File: src/design/phpm_pkg.sv
package phpm_pkg;

    // Fixed geometry
    localparam int BIN_COUNT          = 256;
    localparam int BIN_W              = 8;
    localparam int KEY_W              = 32;
    localparam int OUT_W              = 32;
    localparam int USED_W             = 5;
    localparam int QUEUE_DEPTH        = 4;

    // Defaults for the top-level parameters
    localparam int PALETTE_DEPTH_DEF  = 16;
    localparam int COUNT_WIDTH_DEF    = 32;

    // Configuration port
    localparam int CFG_IDX_W          = 1;
    localparam int CFG_DATA_W         = 5;
    localparam logic [CFG_IDX_W-1:0] REG_PALETTE_MODE = 1'd0;
    localparam logic [CFG_IDX_W-1:0] REG_ENTRIES_USED = 1'd1;

    // Request codes
    localparam logic [1:0] REQ_LOAD  = 2'd0;
    localparam logic [1:0] REQ_PIXEL = 2'd1;
    localparam logic [1:0] REQ_READ  = 2'd2;
    localparam logic [1:0] REQ_CLEAR = 2'd3;

    // Operations passed from the front end to the count engine
    typedef enum logic [1:0] {
        OP_BUMP,
        OP_READ,
        OP_CLEAR
    } op_t;

    typedef struct packed {
        op_t              op;
        logic [BIN_W-1:0] bin;
    } cmd_t;

    typedef struct packed {
        logic              palette_mode;
        logic [USED_W-1:0] entries_used;
    } cfg_t;

endpackage

File: src/design/phpm_queue.sv
module phpm_queue
(
    input  logic           clk,
    input  logic           rst_n,
    input  logic           push,
    input  phpm_pkg::cmd_t push_cmd,
    input  logic           pop,
    output phpm_pkg::cmd_t pop_cmd,
    output logic           full,
    output logic           empty
);
    import phpm_pkg::*;

    localparam int PTR_W = $clog2(QUEUE_DEPTH);
    localparam int CNT_W = $clog2(QUEUE_DEPTH + 1);

    cmd_t             slot_reg [QUEUE_DEPTH];
    logic [PTR_W-1:0] wr_ptr_reg, wr_ptr_next;
    logic [PTR_W-1:0] rd_ptr_reg, rd_ptr_next;
    logic [CNT_W-1:0] cnt_reg, cnt_next;
    logic             do_push;
    logic             do_pop;

    assign full    = (cnt_reg == CNT_W'(QUEUE_DEPTH));
    assign empty   = (cnt_reg == '0);
    assign do_push = push & ~full;
    assign do_pop  = pop & ~empty;
    assign pop_cmd = slot_reg[rd_ptr_reg];

    // Storage
    always_ff @(posedge clk)
    begin
        if (do_push)
        begin
            slot_reg[wr_ptr_reg] <= push_cmd;
        end
    end

    // Pointers and fill level
    always_comb
    begin
        wr_ptr_next = do_push ? wr_ptr_reg + 1'b1 : wr_ptr_reg;
        rd_ptr_next = do_pop  ? rd_ptr_reg + 1'b1 : rd_ptr_reg;
        cnt_next    = cnt_reg;
        if (do_push && !do_pop)
        begin
            cnt_next = cnt_reg + 1'b1;
        end
        else if (do_pop && !do_push)
        begin
            cnt_next = cnt_reg - 1'b1;
        end
    end

    always_ff @(posedge clk or negedge rst_n)
    begin
        if (!rst_n)
        begin
            wr_ptr_reg <= '0;
            rd_ptr_reg <= '0;
            cnt_reg    <= '0;
        end
        else
        begin
            wr_ptr_reg <= wr_ptr_next;
            rd_ptr_reg <= rd_ptr_next;
            cnt_reg    <= cnt_next;
        end
    end

endmodule

File: config.mk
export PLATFORM = sky130hd
export DESIGN_NAME = phpm_queue
export DESIGN_NICKNAME = d
export VERILOG_FILES = /design/src/design/phpm_pkg.sv /design/src/design/phpm_queue.sv
export SDC_FILE = /design/constraint.sdc
export NUM_CORES = 1
export LEC_CHECK = 0
export BUFFER_PORTS_ARGS = -buffer_cell sky130_fd_sc_hd__buf_2
export CAP_MARGIN = 20
export CELL_PAD_IN_SITES_DETAIL_PLACEMENT = 0
export CELL_PAD_IN_SITES_GLOBAL_PLACEMENT = 1
export CORE_MARGIN = 1.5
export CORE_UTILIZATION = 50
export CTS_CLUSTER_DIAMETER = 50
export DETAILED_ROUTE_END_ITERATION = 10
export GPL_ROUTABILITY_DRIVEN = 0
export GPL_TIMING_DRIVEN = 1
export PLACE_DENSITY = 0.85
export RECOVER_POWER = 50
export SYNTH_ARGS = -nofsm -noshare
export SYNTH_HDL_FRONTEND = slang
export SYNTH_SLANG_ARGS = --single-unit
File: constraint.sdc
create_clock -name clk -period 5.15 [get_ports clk]
set_input_delay 0.515 -clock clk [delete_from_list [all_inputs] [get_ports clk]]
set_output_delay 0.515 -clock clk [all_outputs]
set_load 0.1 [all_outputs]
==> results.md <==
- The flow ran to the end, and the final reports show no timing, DRC or antenna violations.
- The final layout contains around 140 nets.
- The element type at the critical path end is a primary output.
- The critical path crosses 2 cells after its start point.
- The most common cell after layout, fill and taps aside is edfxtp_1.
- The repair_antennas step left the layout with diodes totalling 0.
- The worst reg2reg path depth is 8.
- The number of flip-flops under the largest register name is 40.
- The detail route stage leaves a number of antenna-violating nets equal to 0.
- The floorplan core area is 3630 sq um.
- Together, buffers and inverters on the worst path number 1.
- The number of resized instances in the post-cts repair step is 0.
- Among cell families on the critical path, the largest total delay comes from flip-flops.
- The yosys synthesis warning count is 0.
- Of the cells placed in the final design, the portion with a size suffix greater than 1 is 28.0%.
- The library cell contributing the largest single delay on the critical path is dfrtp_1.
- The global-route usage over all layers is 15.4%.
- Buffers inserted during clock tree synthesis total 5.
- Setup repair after global routing left no endpoint under its margin.
- The CTS tree is done.
- The final clock period utilization by the worst path is 48.5%.
- The remaining global-route overflow is 0.
- The count of buffers inserted at the top-level ports is 25.
- The filler cells instantiated in the layout total 287.
- Measured against its own limit, the worst slew margin works out to 23.5%.
- In the routed design, unresolved DRC markers number 0.
- The clock drives 47 sinks.
- In this run the clock root is driven by a clkbuf_8.
- When the netlist entered floorplanning its net count stood at 108.
- The count of different cell masters after synthesis is 20.
- After synthesis, the share of flip-flops with an asynchronous set or reset is 14.9%.
- The arrival time reported for the critical path endpoint is roughly 2 ns.
- The pin slew with the least headroom to its limit is 1.15 ns.
- The post-synthesis sequential element count is 47.
- After clock tree synthesis, the clock-pin slew on the worst setup and hold paths is ~0.08 ns.
- The HPWL after detailed placement is 1.88 mm.
- In this run the cell area measured after placement is 2030 sq um.
- The floorplan die area is 4100 sq um.
- For this run, the detailed router's first-pass iteration total came to 4.
- Dividing the detail-routed wire length by the instance count gives 16.5 um.
- The post-CTS setup buffer count is 0.
- In this run the cell area of the synthesized design comes to 1860 sq um.
- The number of slew-limit violations in the final report is 0.
- The detailed router placed around 850 vias in this run.
- The worst-path maximum fanout is 12.
- The largest net degree at the start of global routing is 16.
- The average footprint of a synthesized cell is 21.2 sq um.
- The number of hold buffers added after CTS is 0.
- The path class of the tightest hold or removal check is primary input to async pin.
- Across the run, the number of max-cap violations was 0.
- The number of H-tree levels is 2.
- The number of failing setup endpoints in the final timing report is 0.
- During I/O placement, the number of pins put on the boundary was 26.
- The sequential area share after synthesis is 73.8%.
- The synthesized design contains 40 enable-type register cells.
- The number of failing hold endpoints at the final stage was 0.
- The floorplan die width is about 64 um.
- In the layout the commonest cells are 40 x edfxtp_1, 13 x buf_2, 12 x clkbuf_1, 10 x mux4_2, 7 x dfrtp_1.
- The cell area after layout is 2110 sq um.
- After the first detailed-routing iteration, the DRC count stood at 44.
- Counting along the longest clock path gives a buffer depth of 2.
- The path type of the worst setup path is flip-flop to primary output.
- From synthesis to final layout, the design area changed by 13.4%.
- The reg2reg setup slack is just over 3 ns.
- The maximum clock frequency is 400 MHz.
- The routed via count divided by cell count is between 5 and 6.
- The cell count after synthesis came out at 88.
- The wire length reported by the detailed router is 2.73 mm.
- The setup TNS is 0 ns.
- The main flop type after synthesis is edfxtp_1.
- Row generation in the floorplan step produced 22 rows.
- Clock latency on the worst-skew pair, taken at its later pin, is 0.29 ns.
- The wire length of the first global-routing pass is approximately 4.5 mm.
- STA puts the critical path data required time at between 4 and 5 ns.
- The critical path goes through mux4_2 > buf_2.
- The setup skew after layout is between 0.006 and 0.007 ns.
- The starting density of the core is 51.3%.
- The via count of the first global-routing pass came to 933.
- The largest stage delay on the critical path is 0.79 ns.
- The clock period minus worst slack is 2.50 ns.
- The worst setup path is launched from a flip-flop.
- The number of antenna violations at the first check in global routing was 0.
- In this run the vertical extent of the chip is 64.1 um.
[final timing paths]
path                               start              to
hold / removal                     rst_n      cnt_reg[2]
setup / recovery           rd_ptr_reg[0]      pop_cmd[7]
max in group asynchronous          rst_n      cnt_reg[0]
setup reg to reg              cnt_reg[2]      cnt_reg[2]
min in group clk             push_cmd[9]  slot_reg[2][9]
hold reg to reg               cnt_reg[2]      cnt_reg[2]
[synthesized netlist by cell type, drive strengths merged (2+ instances only)]
library cell  number  share of area (%)
edfxtp            40                 64
mux4              10                 12
dfrtp              7                9.4
ha                 5                3.4
and2               4                1.3
inv                4               0.81
xnor2              4                1.9
buf                3                1.3
mux2               2                1.4
xor2               2               0.94
[cell type report]
| type | count | area, sq um | share of cell area (%) |
|---|---|---|---|
| clock inverter | 3 | 43.8 | 2.07 |
| multi-input combinational | 34 | 440 | 20.8 |
| inverter | 4 | 15.0 | 0.710 |
| tap | 48 | 60.1 | 2.84 |
| sequential | 47 | 1380 | 65.1 |
| timing repair buffer | 25 | 110 | 5.21 |
| clock buffer | 5 | 68.8 | 3.25 |
[per-stage QoR]
step | utilization [%] | setup slack (ns) | cells | hold slack (ns)
after floorplan | - | 2.09 | 88 | 0.219
after global placement | 55.8 | 2.93 | 158 | 0.357
after detailed placement | 55.8 | 2.92 | 158 | 0.357
after CTS | 58.8 | 2.61 | 166 | 0.0350
after global routing | 58.2 | 2.53 | 166 | 0.124
final | 58.2 | 2.65 | 166 | 0.101
[logic make-up after synthesis]
kind of cell	count (synthesis)	share of synthesized area (%)
flip-flops	47	73.8
multiplexers	12	13.5
AND/OR/NAND/NOR	10	3.36
buffers and inverters	7	2.08
XOR/XNOR	6	2.82
adder cells (fa/ha/maj)	6	4.43
[per-layer routing]
layer  up-vias  GRT usage [%]  wire (um)
met3         6           4.23        142
met4         0           8.15         40
met1       416           19.0       1120
met5         -              0          0
li1        395              -          -
met2        28           24.9       1430
Power is left out: the tool's default activity adds up to more than one toggle a clock period on the data nets, which glitch-free logic cannot reach.
