===== src/design/phpm_pkg.sv =====
package phpm_pkg;

    // Fixed geometry
    localparam int BIN_COUNT          = 256;
    localparam int BIN_W              = 8;
    localparam int KEY_W              = 32;
    localparam int OUT_W              = 32;
    localparam int USED_W             = 5;
    localparam int QUEUE_DEPTH        = 4;

    // Defaults for the top-level parameters
    localparam int PALETTE_DEPTH_DEF  = 16;
    localparam int COUNT_WIDTH_DEF    = 32;

    // Configuration port
    localparam int CFG_IDX_W          = 1;
    localparam int CFG_DATA_W         = 5;
    localparam logic [CFG_IDX_W-1:0] REG_PALETTE_MODE = 1'd0;
    localparam logic [CFG_IDX_W-1:0] REG_ENTRIES_USED = 1'd1;

    // Request codes
    localparam logic [1:0] REQ_LOAD  = 2'd0;
    localparam logic [1:0] REQ_PIXEL = 2'd1;
    localparam logic [1:0] REQ_READ  = 2'd2;
    localparam logic [1:0] REQ_CLEAR = 2'd3;

    // Operations passed from the front end to the count engine
    typedef enum logic [1:0] {
        OP_BUMP,
        OP_READ,
        OP_CLEAR
    } op_t;

    typedef struct packed {
        op_t              op;
        logic [BIN_W-1:0] bin;
    } cmd_t;

    typedef struct packed {
        logic              palette_mode;
        logic [USED_W-1:0] entries_used;
    } cfg_t;

endpackage


===== src/design/phpm_in_if.sv =====
interface phpm_in_if;
    logic                     valid;
    logic                     ready;
    logic [1:0]               req_type;
    logic [7:0]               red;
    logic [7:0]               green;
    logic [7:0]               blue;
    logic [7:0]               alpha;
    logic [phpm_pkg::BIN_W-1:0] slot_index;

    modport source
    (
        output valid, req_type, red, green, blue, alpha, slot_index,
        input  ready
    );

    modport sink
    (
        input  valid, req_type, red, green, blue, alpha, slot_index,
        output ready
    );
endinterface


===== src/design/phpm_front.sv =====
module phpm_front
#(
    parameter int PALETTE_DEPTH = phpm_pkg::PALETTE_DEPTH_DEF
)
(
    input  logic           clk,
    phpm_in_if.sink        req,
    input  phpm_pkg::cfg_t cfg,
    input  logic           full,
    output logic           push,
    output phpm_pkg::cmd_t push_cmd
);
    import phpm_pkg::*;

    localparam int PIDX_W = (PALETTE_DEPTH > 1) ? $clog2(PALETTE_DEPTH) : 1;

    logic [KEY_W-1:0] palette_reg [PALETTE_DEPTH];
    logic [KEY_W-1:0] key;
    logic             accept;
    logic [8:0]       used_lim;
    logic             hit;
    logic [BIN_W-1:0] hit_idx;
    logic             want_push;

    assign key       = {req.red, req.green, req.blue, req.alpha};
    assign req.ready = ~full;
    assign accept    = req.valid & req.ready;

    // Palette load; loads beyond the palette are dropped
    always_ff @(posedge clk)
    begin
        if (accept && (req.req_type == REQ_LOAD) && (int'(req.slot_index) < PALETTE_DEPTH))
        begin
            palette_reg[req.slot_index[PIDX_W-1:0]] <= key;
        end
    end

    // Number of entries taking part, clamped to the palette size
    always_comb
    begin
        if (9'(cfg.entries_used) > 9'(PALETTE_DEPTH))
        begin
            used_lim = 9'(PALETTE_DEPTH);
        end
        else
        begin
            used_lim = 9'(cfg.entries_used);
        end
    end

    // Parallel compare; later entries overwrite earlier ones, so highest index wins
    always_comb
    begin
        hit     = 1'b0;
        hit_idx = '0;
        for (int i = 0; i < PALETTE_DEPTH; i++)
        begin
            if ((9'(i) < used_lim) && (palette_reg[i] == key))
            begin
                hit     = 1'b1;
                hit_idx = BIN_W'(i);
            end
        end
    end

    // Classify the request
    always_comb
    begin
        want_push    = 1'b0;
        push_cmd.op  = OP_BUMP;
        push_cmd.bin = req.slot_index;
        unique case (req.req_type)
            REQ_PIXEL:
            begin
                if (!cfg.palette_mode)
                begin
                    want_push    = 1'b1;
                    push_cmd.bin = req.red;
                end
                else if (hit)
                begin
                    want_push    = 1'b1;
                    push_cmd.bin = hit_idx;
                end
            end
            REQ_READ:
            begin
                want_push   = 1'b1;
                push_cmd.op = OP_READ;
            end
            REQ_CLEAR:
            begin
                want_push   = 1'b1;
                push_cmd.op = OP_CLEAR;
            end
            default:
            begin
                want_push = 1'b0;
            end
        endcase
    end

    assign push = accept & want_push;

endmodule


===== src/flat_wrapper.sv =====
// flat-port wrapper written by rule: the top's interface ports become plain ports
module phpm_front_flat import phpm_pkg::*;
#(
    parameter int PALETTE_DEPTH = phpm_pkg::PALETTE_DEPTH_DEF
)
  (clk, cfg, full, push, push_cmd, req_valid, req_req_type, req_red, req_green, req_blue, req_alpha, req_slot_index, req_ready);
  phpm_in_if req_i ();
  input  logic clk;
  input  phpm_pkg::cfg_t cfg;
  input  logic full;
  output logic push;
  output phpm_pkg::cmd_t push_cmd;
  input wire logic [$bits(req_i.valid)-1:0] req_valid;
  input wire logic [$bits(req_i.req_type)-1:0] req_req_type;
  input wire logic [$bits(req_i.red)-1:0] req_red;
  input wire logic [$bits(req_i.green)-1:0] req_green;
  input wire logic [$bits(req_i.blue)-1:0] req_blue;
  input wire logic [$bits(req_i.alpha)-1:0] req_alpha;
  input wire logic [$bits(req_i.slot_index)-1:0] req_slot_index;
  output wire logic [$bits(req_i.ready)-1:0] req_ready;
  assign req_i.valid = req_valid;
  assign req_i.req_type = req_req_type;
  assign req_i.red = req_red;
  assign req_i.green = req_green;
  assign req_i.blue = req_blue;
  assign req_i.alpha = req_alpha;
  assign req_i.slot_index = req_slot_index;
  assign req_ready = req_i.ready;
  phpm_front #(.PALETTE_DEPTH(PALETTE_DEPTH)) u_core (.clk(clk), .req(req_i), .cfg(cfg), .full(full), .push(push), .push_cmd(push_cmd));
endmodule

===== config.mk =====
export PLATFORM = sky130hd
export DESIGN_NAME = phpm_front_flat
export DESIGN_NICKNAME = d
export VERILOG_FILES = /design/src/design/phpm_pkg.sv /design/src/design/phpm_in_if.sv /design/src/design/phpm_front.sv /design/src/flat_wrapper.sv
export SDC_FILE = /design/constraint.sdc
export NUM_CORES = 1
export LEC_CHECK = 0
export BUFFER_PORTS_ARGS = -buffer_cell sky130_fd_sc_hd__buf_2
export CORE_MARGIN = 2
export CORE_UTILIZATION = 62
export CTS_CLUSTER_SIZE = 10
export DETAILED_ROUTE_END_ITERATION = 7
export PLACE_DENSITY_LB_ADDON = 0.3
export SYNTH_ARGS = -nofsm -noshare
export SYNTH_HDL_FRONTEND = slang
export SYNTH_SLANG_ARGS = --single-unit

===== constraint.sdc =====
create_clock -name clk -period 5 [get_ports clk]
set_input_delay 0.25 -clock clk [delete_from_list [all_inputs] [get_ports clk]]
set_output_delay 0.25 -clock clk [all_outputs]
set_load 0.05 [all_outputs]

==> results of run 1 <==
==> critical path: stages <==
cell and delay (ps):
buf_2 590, buf_4 340, xor2_1 100, nor4_1 340, nand4_1 130, nor4_1 920, nor4_2 180, nand4_4 150
o21ai_2 140, a221oi_2 360, buf_2 330
==> through the flow <==
step,hold slack (ps),instances,utilization (%),area [um2],total power (W)
final,16.5,1982,69.5,24700,0.00882
after global routing,22.3,1982,69.5,24700,0.00902
after global placement,601,1918,65.4,23200,0.00536
after CTS,6.61,1982,69.5,24700,0.00885
after detailed placement,610,1918,65.4,23200,0.00537
after floorplan,349,1397,-,22400,0.00515
==> power by group through the flow <==
stage          sequential [W]  clock, W  combinational, W
6_report              0.00473   0.00353          0.000567
5_1_grt               0.00472   0.00370          0.000599
4_1_cts               0.00473   0.00356          0.000566
3_5_place_dp          0.00481         0          0.000560
3_3_place_gp          0.00481         0          0.000548
2_1_floorplan         0.00481         0          0.000338
==> metal layers <==
metal / vias to the layer above / track usage [%] / routed length (um) / share of wire [%]
met4: 2 / 11.2 / 1990 / 3.7
met5: - / 0 / 18 / 0.034
met2: 687 / 43.6 / 24600 / 46
met3: 124 / 4.78 / 4960 / 9.3
met1: 6190 / 41.5 / 21900 / 41
li1: 5323 / - / - / -
==> cell usage after synthesis, drive strengths merged, types with 2 or more instances <==
library cell | count | area (um2)
a2111oi | 2 | 17.5
a211oi | 2 | 15.0
a21oi | 5 | 25.0
a221oi | 2 | 23.8
a22o | 4 | 35.0
and4 | 3 | 27.5
buf | 68 | 606
edfxtp | 512 | 15400
inv | 10 | 37.5
nand2 | 16 | 60.1
nand2b | 6 | 37.5
nand3 | 19 | 95.1
nand4 | 58 | 378
nor2 | 30 | 113
nor2b | 4 | 25.0
nor3 | 24 | 130
nor3b | 2 | 15.0
nor4 | 81 | 572
o2111ai | 2 | 17.5
o211ai | 2 | 15.0
o21ai | 6 | 33.8
o2bb2ai | 2 | 17.5
o311a | 2 | 20.0
or2b | 2 | 15.0
or3 | 5 | 36.3
or4 | 4 | 30.0
xnor2 | 209 | 1830
xor2 | 297 | 2600
==> path summary, 6_finish.rpt <==
| check | to | cells past startpoint | startpoint |
|---|---|---|---|
| min | u_core.palette_reg[2][11]$_DFFE_PP_ | 1 | req_blue[3] |
| max | push_cmd[0] | 11 | req_green[7] |
==> cells by family (layout without fill, tap and decap cells) <==
family                    Yosys count  in the layout  synth area share (%)
DFF                               512            512                  68.8
xor gates and xnor gates          506            506                  19.8
and+or+nand+nor                   262            262                  7.20
buffers and inverters              79            203                  2.89
AOI/OAI and AO/OA                  38             38                  1.31
==> layout make-up <==
type	count	area, um2	area share (%)
sequential	512	15400	62.2
multi-input combinational	806	6380	25.8
clock buffer	59	1430	5.80
timing repair buffer	129	876	3.54
tap	461	577	2.33
clock inverter	5	51.3	0.207
inverter	10	37.5	0.152
==> qor.txt, run 1 <==
Status = complete, no violations
DR vias/cell = 6.22
CTS buffer count = 57
Count of final hold-check violations = 0
Critical path startpoint category = input pin
Post-CTS Resized = 0
Layout cells sized above 1 = 14.9%
PortBufs = 62
Post-DRT Antenna Nets = 0
CTS Hold Bufs = 0
Die area = 37600 um2
CTS tree = yes
Synth Instances = 1397
Setup_tns = 0 ps
Die Y = 194 um
CP Class = input pin to primary output
GR Util All Layers = 28.5%
Final Max Slew Viols = 0
Comb pwr share = 6.4%
Dpl hpwl = 33000 um
Max-cap viol count = 0
Via count = 12300
Seq pwr share = 53.6%
Critical Path Sink Type = primary output
Number of synthesized flops with an enable pin = 512
Ant. Diodes = 0
GP Congestion = 0.910
Area growth syn-to-layout = 10.6%
Io pins = 63
Row count = 69
Routed WL = 53400 um
Switching Share = 21.7%
Least-Margin Pin Slew = 1060 ps
RSZ-0062 raised after global routing = false
VDD IR max = 0.312 mV
Remaining global-route overflow = 0
WL/cell = 26.9 um
Netlist cell types = 58
Relative slew slack = 28.7%
Pre-Repair DR Iteration Count = 5
Final WS setup = 885 ps
Type of the most critical hold path = input pin to flop
Clock sinks = 512
Net Sw Power = 0.00192 W
Syn_nets = 1448
Power Density = 357 nW/um2
Post-Syn Area per Cell = 16.0 um2
Commonest cells after routing, fill and taps aside = edfxtp_1, xor2_1, xnor2_1
Worst-path clk slew = 50 ps
# setup viols final = 0
Async S/R FF share, synth = 0%
Synth Warn # = 0
Synth Register Bits = 512
Post-CTS Repair Setup Buffers = 0
Netlist Area Pre-Place = 22400 um2
Post-synthesis sequential area ratio = 68.8%
Tmin final = 4110 ps
Commonest non-fill, non-tap cell in the layout = edfxtp_1
Floorplan core area = 35600 um2
Fillers = 2345
H-tree Lvls = 2
Lkg Pwr = 8.06 nW
Largest register FFs = 512
F_max = 243 MHz
CTS max path bufs = 3
Initial Util = 62.9%
Remaining routing DRC violations = 0
Worst Path Required = 4750 ps
Data arrival time of the critical path = 3860 ps
Synth Flop Type = edfxtp_1
Root Driver = clkbuf_16
DP Worst Slack = 1040 ps
Clock group share of total power = 40.0%
Worst-path maximum fanout = 23
Number of global-route vias before repair = 12100
Largest net degree at the start of global routing = 33
Final-stage net count = 1567
First-pass GRT wire length = 78400 um
Int Power = 0.00691 W
Final worst-path cycle share = 82.3%
Antenna violations before repair = 3
1st-iter DRT viols = 1377
Die Width = 194 um
Power figures use the tool's default switching activity.
==> run 2, diff against run 1 <==
--- a/config.mk
+++ b/config.mk
@@ -7,7 +7,7 @@
 export LEC_CHECK = 0
 export BUFFER_PORTS_ARGS = -buffer_cell sky130_fd_sc_hd__buf_2
 export CORE_MARGIN = 2
-export CORE_UTILIZATION = 62
+export CORE_UTILIZATION = 56
 export CTS_CLUSTER_SIZE = 10
 export DETAILED_ROUTE_END_ITERATION = 7
 export PLACE_DENSITY_LB_ADDON = 0.3
==> constraint.sdc (replaced) <==
create_clock -name clk -period 3.3 [get_ports clk]
set_input_delay 0.165 -clock clk [delete_from_list [all_inputs] [get_ports clk]]
set_output_delay 0.165 -clock clk [all_outputs]
set_load 0.05 [all_outputs]
==> run 2 against run 1 <==
Global-route usage shrank 0.39 points. Critical path depth down 2. Worst setup slack lost 1100 ps. The flow now finishes with violations (negative setup slack). Largest power group unchanged. First-iteration DRC count shrank 3.3%. Non-clock buffer count grew 94.
==> qor.txt, run 2 (synthesis gave the netlist of run 1 again) <==
Status = finished with violations (was complete, no violations)
Violated checks = negative setup slack
GR Util All Layers = 28.1% (was 28.5%)
Relative slew slack = 54.9% (was 28.7%)
Antenna violations before repair = 2 (was 3)
Remaining global-route overflow = 0 (unchanged)
GP Congestion = 0.918 (was 0.910)
Die area = 41500 um2 (was 37600 um2)
H-tree Lvls = 2 (unchanged)
Clock group share of total power = 39.6% (was 40.0%)
Layout cells sized above 1 = 19.9% (was 14.9%)
Total power = 0.0135 W (was 0.00882 W)
First-pass GRT wire length = 83500 um (was 78400 um)
VDD IR max = 0.511 mV (was 0.312 mV)
1st-iter DRT viols = 1332 (was 1377)
CTS buffer count = 57 (unchanged)
Final Max Slew Viols = 0 (unchanged)
Post-DRT Antenna Nets = 0 (unchanged)
Max-cap viol count = 0 (unchanged)
Type of the most critical hold path = input pin to flop (unchanged)
Commonest cells after routing, fill and taps aside = edfxtp_1, xor2_1, xnor2_1 (unchanged)
Largest net degree at the start of global routing = 33 (unchanged)
Clock sinks = 512 (unchanged)
CP Class = flop to primary output (was input pin to primary output)
Worst-path clk slew = 50 ps (about the same)
CP bufs+invs = 1 (was 3)
Final-stage net count = 1661 (was 1567)
CP delay by family, top = simple AND/OR/NAND/NOR gates (unchanged)
Io pins = 63 (unchanged)
Power Density = 519 nW/um2 (was 357 nW/um2)
Net Sw Power = 0.00295 W (was 0.00192 W)
Least-Margin Pin Slew = 670 ps (was 1060 ps)
Cells along the critical path = xor2_1 > nor4_2 > nand4_1 > nor4_2 > nor2_1 > o31a_1 > o311a_1 > a221oi_2 > buf_6 (was buf_2 > buf_4 > xor2_1 > nor4_1 > nand4_1 > nor4_1 > nor4_2 > nand4_4 > o21ai_2 > a221oi_2 > buf_2)
Number of global-route vias before repair = 12700 (was 12100)
Area growth syn-to-layout = 16.4% (was 10.6%)
Worst Path Required = 3130 ps (was 4750 ps)
Setup_tns = -702 ps (was 0 ps)
Tmin final = 3530 ps
Dpl hpwl = 36200 um (was 33000 um)
Count of final hold-check violations = 0 (unchanged)
Via count = 12700 (was 12300)
Die Y = 204 um (was 194 um)
Worst-path maximum fanout = 2 (was 23)
PortBufs = 62 (unchanged)
Commonest non-fill, non-tap cell in the layout = edfxtp_1 (unchanged)
CTS max path bufs = 3 (unchanged)
Crit-path slowest cell = nor4_2 (was nor4_1)
Remaining routing DRC violations = 0 (unchanged)
# setup viols final = 9 (was 0)
Data arrival time of the critical path = 3370 ps (was 3860 ps)
RSZ-0062 raised after global routing = true (was false)
Largest register FFs = 512 (unchanged)
Comb pwr share = 7.4% (was 6.4%)
DR vias/cell = 5.94 (was 6.22)
Root Driver = clkbuf_16 (unchanged)
Final worst-path cycle share = 107%
Lkg Pwr = 8.64 nW (was 8.06 nW)
Routed WL = 57200 um (was 53400 um)
Row count = 73 (was 69)
Die Width = 204 um (was 194 um)
F_max = 283 MHz
Slowest stage delay, CP = 430 ps (was 920 ps)
Final WS setup = -233 ps (was 885 ps)
Seq pwr share = 53.0% (was 53.6%)
WL/cell = 26.7 um (was 26.9 um)
Initial Util = 56.5% (was 62.9%)
Switching Share = 21.9% (was 21.7%)
Floorplan core area = 39500 um2 (was 35600 um2)
Crit path top cell by count = nor4_2
Post-Route Utilization = 65.8% (was 69.5%)
Critical path startpoint category = flop (was input pin)
Pre-Repair DR Iteration Count = 5 (unchanged)
Critical Path Sink Type = primary output (unchanged)
Int Power = 0.0106 W (was 0.00691 W)
CTS tree = yes (unchanged)
-- run 2: changes by cell type in the layout (fill, tap and decap cells not counted), moves of 2 or more --
cell and change:
buf_4 +58, nor3_1 -2, o21ai_0 -2, nor3_4 +4
buf_12 +22, dlygate4sd3_1 +15, nor3_2 -2, nor4_1 -10
buf_6 +8, clkinv_8 -2, buf_2 -9, nor4_2 +9
-- run 2: final timing paths --
check	endpoint	startpoint	depth (start not counted)
worst min-delay path	u_core.palette_reg[2][15]$_DFFE_PP_	req_blue[7]	2
worst max-delay path	push_cmd[0]	u_core.palette_reg[5][16]$_DFFE_PP_	9
-- run 2: final cells by class --
class                           count  area, um2
Antenna cell                        1       2.50
Clock buffer                       60       1440
Clock inverter                      4       26.3
Fill cell                        2683      13500
Inverter                           10       37.5
Multi-Input combinational cell    806       6540
Sequential cell                   512      15400
Tap cell                          525        657
Timing Repair Buffer              223       1950
-- run 2: stage by stage --
step	hold slack, ps	std cells	area [um2]	setup slack (ps)
2_1_floorplan	264	1397	22400	165
3_3_place_gp	495	2058	24200	38.1
3_5_place_dp	498	2058	24200	17.0
4_1_cts	0.250	2138	25900	-163
5_1_grt	9.29	2140	26000	-340
6_report	18.0	2141	26000	-233
-- run 2: layer usage --
layer	global-route usage [%]	wire length, um	vias up
met5	0	0	-
li1	-	-	5523
met2	44.0	26900	635
met3	5.67	5140	87
met1	39.7	23600	6465
met4	9.38	1510	0
-- run 2: timing repair --
item / CTS / global route
setup endpoints to repair: 9 / 9
gates resized for setup: 30 / 12
hold endpoints to repair: 29 / 0
pin swaps: 13 / 8
buffers inserted: 1 / 2
cloned: 0 / 0
hold buffers: 15 / 0
-- run 2: power groups by stage --
| stage | sequential [W] | clock [W] | combinational (W) |
|---|---|---|---|
| after floorplan | 0.00730 | 0 | 0.000512 |
| after global placement | 0.00729 | 0 | 0.000928 |
| after detailed placement | 0.00729 | 0 | 0.000943 |
| after CTS | 0.00716 | 0.00540 | 0.000985 |
| after global routing | 0.00715 | 0.00565 | 0.00105 |
| final | 0.00716 | 0.00535 | 0.000998 |
==> run 3, diff against run 2 <==
--- a/config.mk
+++ b/config.mk
@@ -5,12 +5,14 @@
 export SDC_FILE = /design/constraint.sdc
 export NUM_CORES = 1
 export LEC_CHECK = 0
+export ABC_AREA = 1
 export BUFFER_PORTS_ARGS = -buffer_cell sky130_fd_sc_hd__buf_2
 export CORE_MARGIN = 2
 export CORE_UTILIZATION = 56
 export CTS_CLUSTER_SIZE = 10
 export DETAILED_ROUTE_END_ITERATION = 7
 export PLACE_DENSITY_LB_ADDON = 0.3
+export RECOVER_POWER = 25
 export SYNTH_ARGS = -nofsm -noshare
 export SYNTH_HDL_FRONTEND = slang
 export SYNTH_SLANG_ARGS = --single-unit
==> run 3 against run 2 <==
The run ends with design-rule violations left. Worst setup slack gained 300 ps. Die area grew 1.7%. Count of clock-buffer cells in the layout grew 5. Sequential cell count is the same. Final cell count grew 17%. Area after synthesis grew 1.7%. Sequential share of layout area shrank 0.12 points. Largest cell class unchanged. Largest power group unchanged. Highest routed layer is now met5.
==> qor.txt, run 3 <==
Status = finished with violations (unchanged)
Violated checks = design-rule violations (was negative setup slack)
DR vias/cell = 6.23 (was 5.94)
Least-Margin Pin Slew = 1120 ps (was 670 ps)
Async S/R FF share, synth = 0% (unchanged)
Yosys top cell area share = 67.6% (was 68.8%)
CP bufs+invs = 4 (was 1)
Area growth syn-to-layout = 14.6% (was 16.4%)
Netlist cell types = 42 (was 58)
Crit-path slowest cell = clkbuf_1 (was nor4_2)
Antenna violations before repair = 4 (was 2)
Worst Path Required = 3130 ps (about the same)
Setup_tns = 0 ps (was -702 ps)
Worst-path maximum fanout = 9 (was 2)
Cells along the critical path = clkbuf_1 > inv_1 > o22ai_1 > a21oi_1 > and3_1 > nand4_1 > buf_4 > nand4_1 > nor2_2 > nand2_4 > o21bai_4 > nand2_1 > nand2_1 > buf_2 (was xor2_1 > nor4_2 > nand4_1 > nor4_2 > nor2_1 > o31a_1 > o311a_1 > a221oi_2 > buf_6)
Area of the multi-input gates = 6660 um2 (was 6540 um2)
GR Util All Layers = 33.8% (was 28.1%)
Final worst-path cycle share = 98.1% (was 107%)
Lkg Pwr = 9.08 nW (was 8.64 nW)
Synth Instances = 1776 (was 1397)
Type of the most critical hold path = input pin to flop (unchanged)
Pre-Repair DR Iteration Count = 8 (was 5)
Final-stage net count = 2025 (was 1661)
Commonest non-fill, non-tap cell in the layout = edfxtp_1 (unchanged)
1st-iter DRT viols = 2219 (was 1332)
Largest cells by area after synthesis = edfxtp_1, xnor2_1, nand2_1, xor2_1, nor2_1 (was edfxtp_1, xor2_1, xnor2_1, nor4_1, nand4_1)
CTS buffer count = 58 (was 57)
Hold WS = 15.1 ps (was 18.0 ps)
Fillers = 2866 (was 2683)
Final Cell Area = 26100 um2 (was 26000 um2)
Root Driver = clkbuf_16 (unchanged)
CTS tree = yes (unchanged)
Power Density = 527 nW/um2 (was 519 nW/um2)
Routed WL = 70300 um (was 57200 um)
Die area = 42200 um2 (was 41500 um2)
Critical path startpoint category = input pin (was flop)
Count of final hold-check violations = 0 (unchanged)
Relative slew slack = 25.1% (was 54.9%)
Most common cell in the synthesized netlist = edfxtp_1 (unchanged)
Worst-path clk slew = 50 ps (about the same)
GP Congestion = 0.977 (was 0.918)
Post-DRT Antenna Nets = 0 (unchanged)
Synth Flop Type = edfxtp_1 (unchanged)
RSZ-0062 raised after global routing = true (unchanged)
Number of global-route vias before repair = 15000 (was 12700)
Post-DP Area = 24200 um2 (about the same)
# setup viols final = 0 (was 9)
Netlist Area Pre-Place = 22700 um2 (was 22400 um2)
Synth Warn # = 0 (unchanged)
Commonest cells after routing, fill and taps aside = edfxtp_1, nand2_1, xnor2_1 (was edfxtp_1, xor2_1, xnor2_1)
Final WS setup = 63.8 ps (was -233 ps)
Synth Register Bits = 512 (unchanged)
Post-synth top cells = edfxtp_1, nand2_1, xnor2_1, nor2_1, xor2_1 (was edfxtp_1, xor2_1, xnor2_1, nor4_1, nand4_1)
PortBufs = 62 (unchanged)
Largest net degree at the start of global routing = 33 (unchanged)
Final Max Slew Viols = 0 (unchanged)
Syn_nets = 1827 (was 1448)
Number of synthesized flops with an enable pin = 512 (unchanged)
Via count = 15600 (was 12700)
Clock sinks = 512 (unchanged)
Floorplan core area = 39900 um2 (was 39500 um2)
Post-Syn Area per Cell = 12.8 um2 (was 16.0 um2)
Max-cap viol count = 0 (unchanged)
Layout cells sized above 1 = 15.4% (was 19.9%)
CP delay by family, top = buffers and inverters (was simple AND/OR/NAND/NOR gates)
Placed insts = 2418 (was 2058)
Slowest stage delay, CP = 610 ps (was 430 ps)
Io pins = 63 (unchanged)
Initial Util = 57.0% (was 56.5%)
Row count = 73 (unchanged)
Non-Filler Instances = 2508 (was 2141)
Register Area = 15400 um2 (unchanged)
CTS max path bufs = 3 (unchanged)
Critical Path Sink Type = primary output (unchanged)
Remaining routing DRC violations = 4 (was 0)
WL/cell = 28.0 um (was 26.7 um)
Largest register FFs = 512 (unchanged)
Die Width = 206 um (was 204 um)
Remaining global-route overflow = 0 (unchanged)
CP Class = input pin to primary output (was flop to primary output)
Yosys top cell by area = edfxtp_1 (unchanged)
DP Worst Slack = 1.68 ps (was 17.0 ps)
VDD IR max = 0.452 mV (was 0.511 mV)
Die Y = 206 um (was 204 um)
Tmin final = 3240 ps (was 3530 ps)
Ant. Diodes = 0 (was 1)
F_max = 309 MHz (was 283 MHz)
Post-synthesis sequential area ratio = 67.6% (was 68.8%)
First-pass GRT wire length = 101000 um (was 83500 um)
Data arrival time of the critical path = 3070 ps (was 3370 ps)
H-tree Lvls = 2 (unchanged)
Dpl hpwl = 46800 um (was 36200 um)
## run 3: changes by cell type after synthesis, moves of 12 or more
cell and delta:
nand2_1 +312, xor2_1 -198, nor2_1 +95, inv_1 +71, o21ai_0 +56, o22ai_1 +45, nor4_1 -41, inv_2 +20
xnor2_1 -20, nand3_1 +17, a221oi_1 +16, o21ai_1 +16, nand4_1 -12
## run 3: where the power goes
group	internal, W	switching [W]
Clock	0.00315	0.00238
Combinational	0.000309	0.000734
Sequential	0.00716	0.00000104
## run 3: final timing paths
check / from / endpoint / slack, ps / cells after the start
worst max-delay path: req_blue[2] / push_cmd[7] / 60 / 14
worst min-delay path: req_green[6] / u_core.palette_reg[2][22]$_DFFE_PP_ / 20 / 1
## run 3: what timing repair did
item                                   4_1_cts  5_1_grt
hold buffers                                14        0
gates resized for setup                     13       35
pin swaps                                    1       15
endpoints found under the hold margin       48        0
setup endpoints to repair                    9        9
buffers inserted                             1        6
## run 3: area by class of cell
cell class                      instances  share of cell area [%]
Clock inverter                          4                   0.101
Inverter                              106                    1.58
Timing Repair Buffer                  200                    5.53
Multi-Input combinational cell       1096                    25.5
Tap cell                              525                    2.52
Sequential cell                       512                    59.0
Clock buffer                           65                    5.75
## run 3: metrics by stage
step	utilization (%)	total power, W
floorplan	-	0.00780
global placement	60.7	0.00826
detailed placement	60.7	0.00828
CTS	65.1	0.0137
global route	65.3	0.0140
finish	65.3	0.0137
## run 3: logic make-up (layout without fill, tap and decap cells)
group	Yosys count	in the layout	share of synthesized area [%]
AND/OR/NAND/NOR	618	618	11.8
buffers and inverters	168	375	4.10
XOR/XNOR	288	288	11.1
flip-flops	512	512	67.6
AO/OA/AOI/OAI	190	190	5.40
## run 3: layer usage
layer	up-vias	share of wire, %	track usage, %
met4	4	4.3	14.4
met2	1156	45	51.4
met5	-	0.050	0
li1	6672	-	-
met3	205	13	8.96
met1	7594	37	46.4
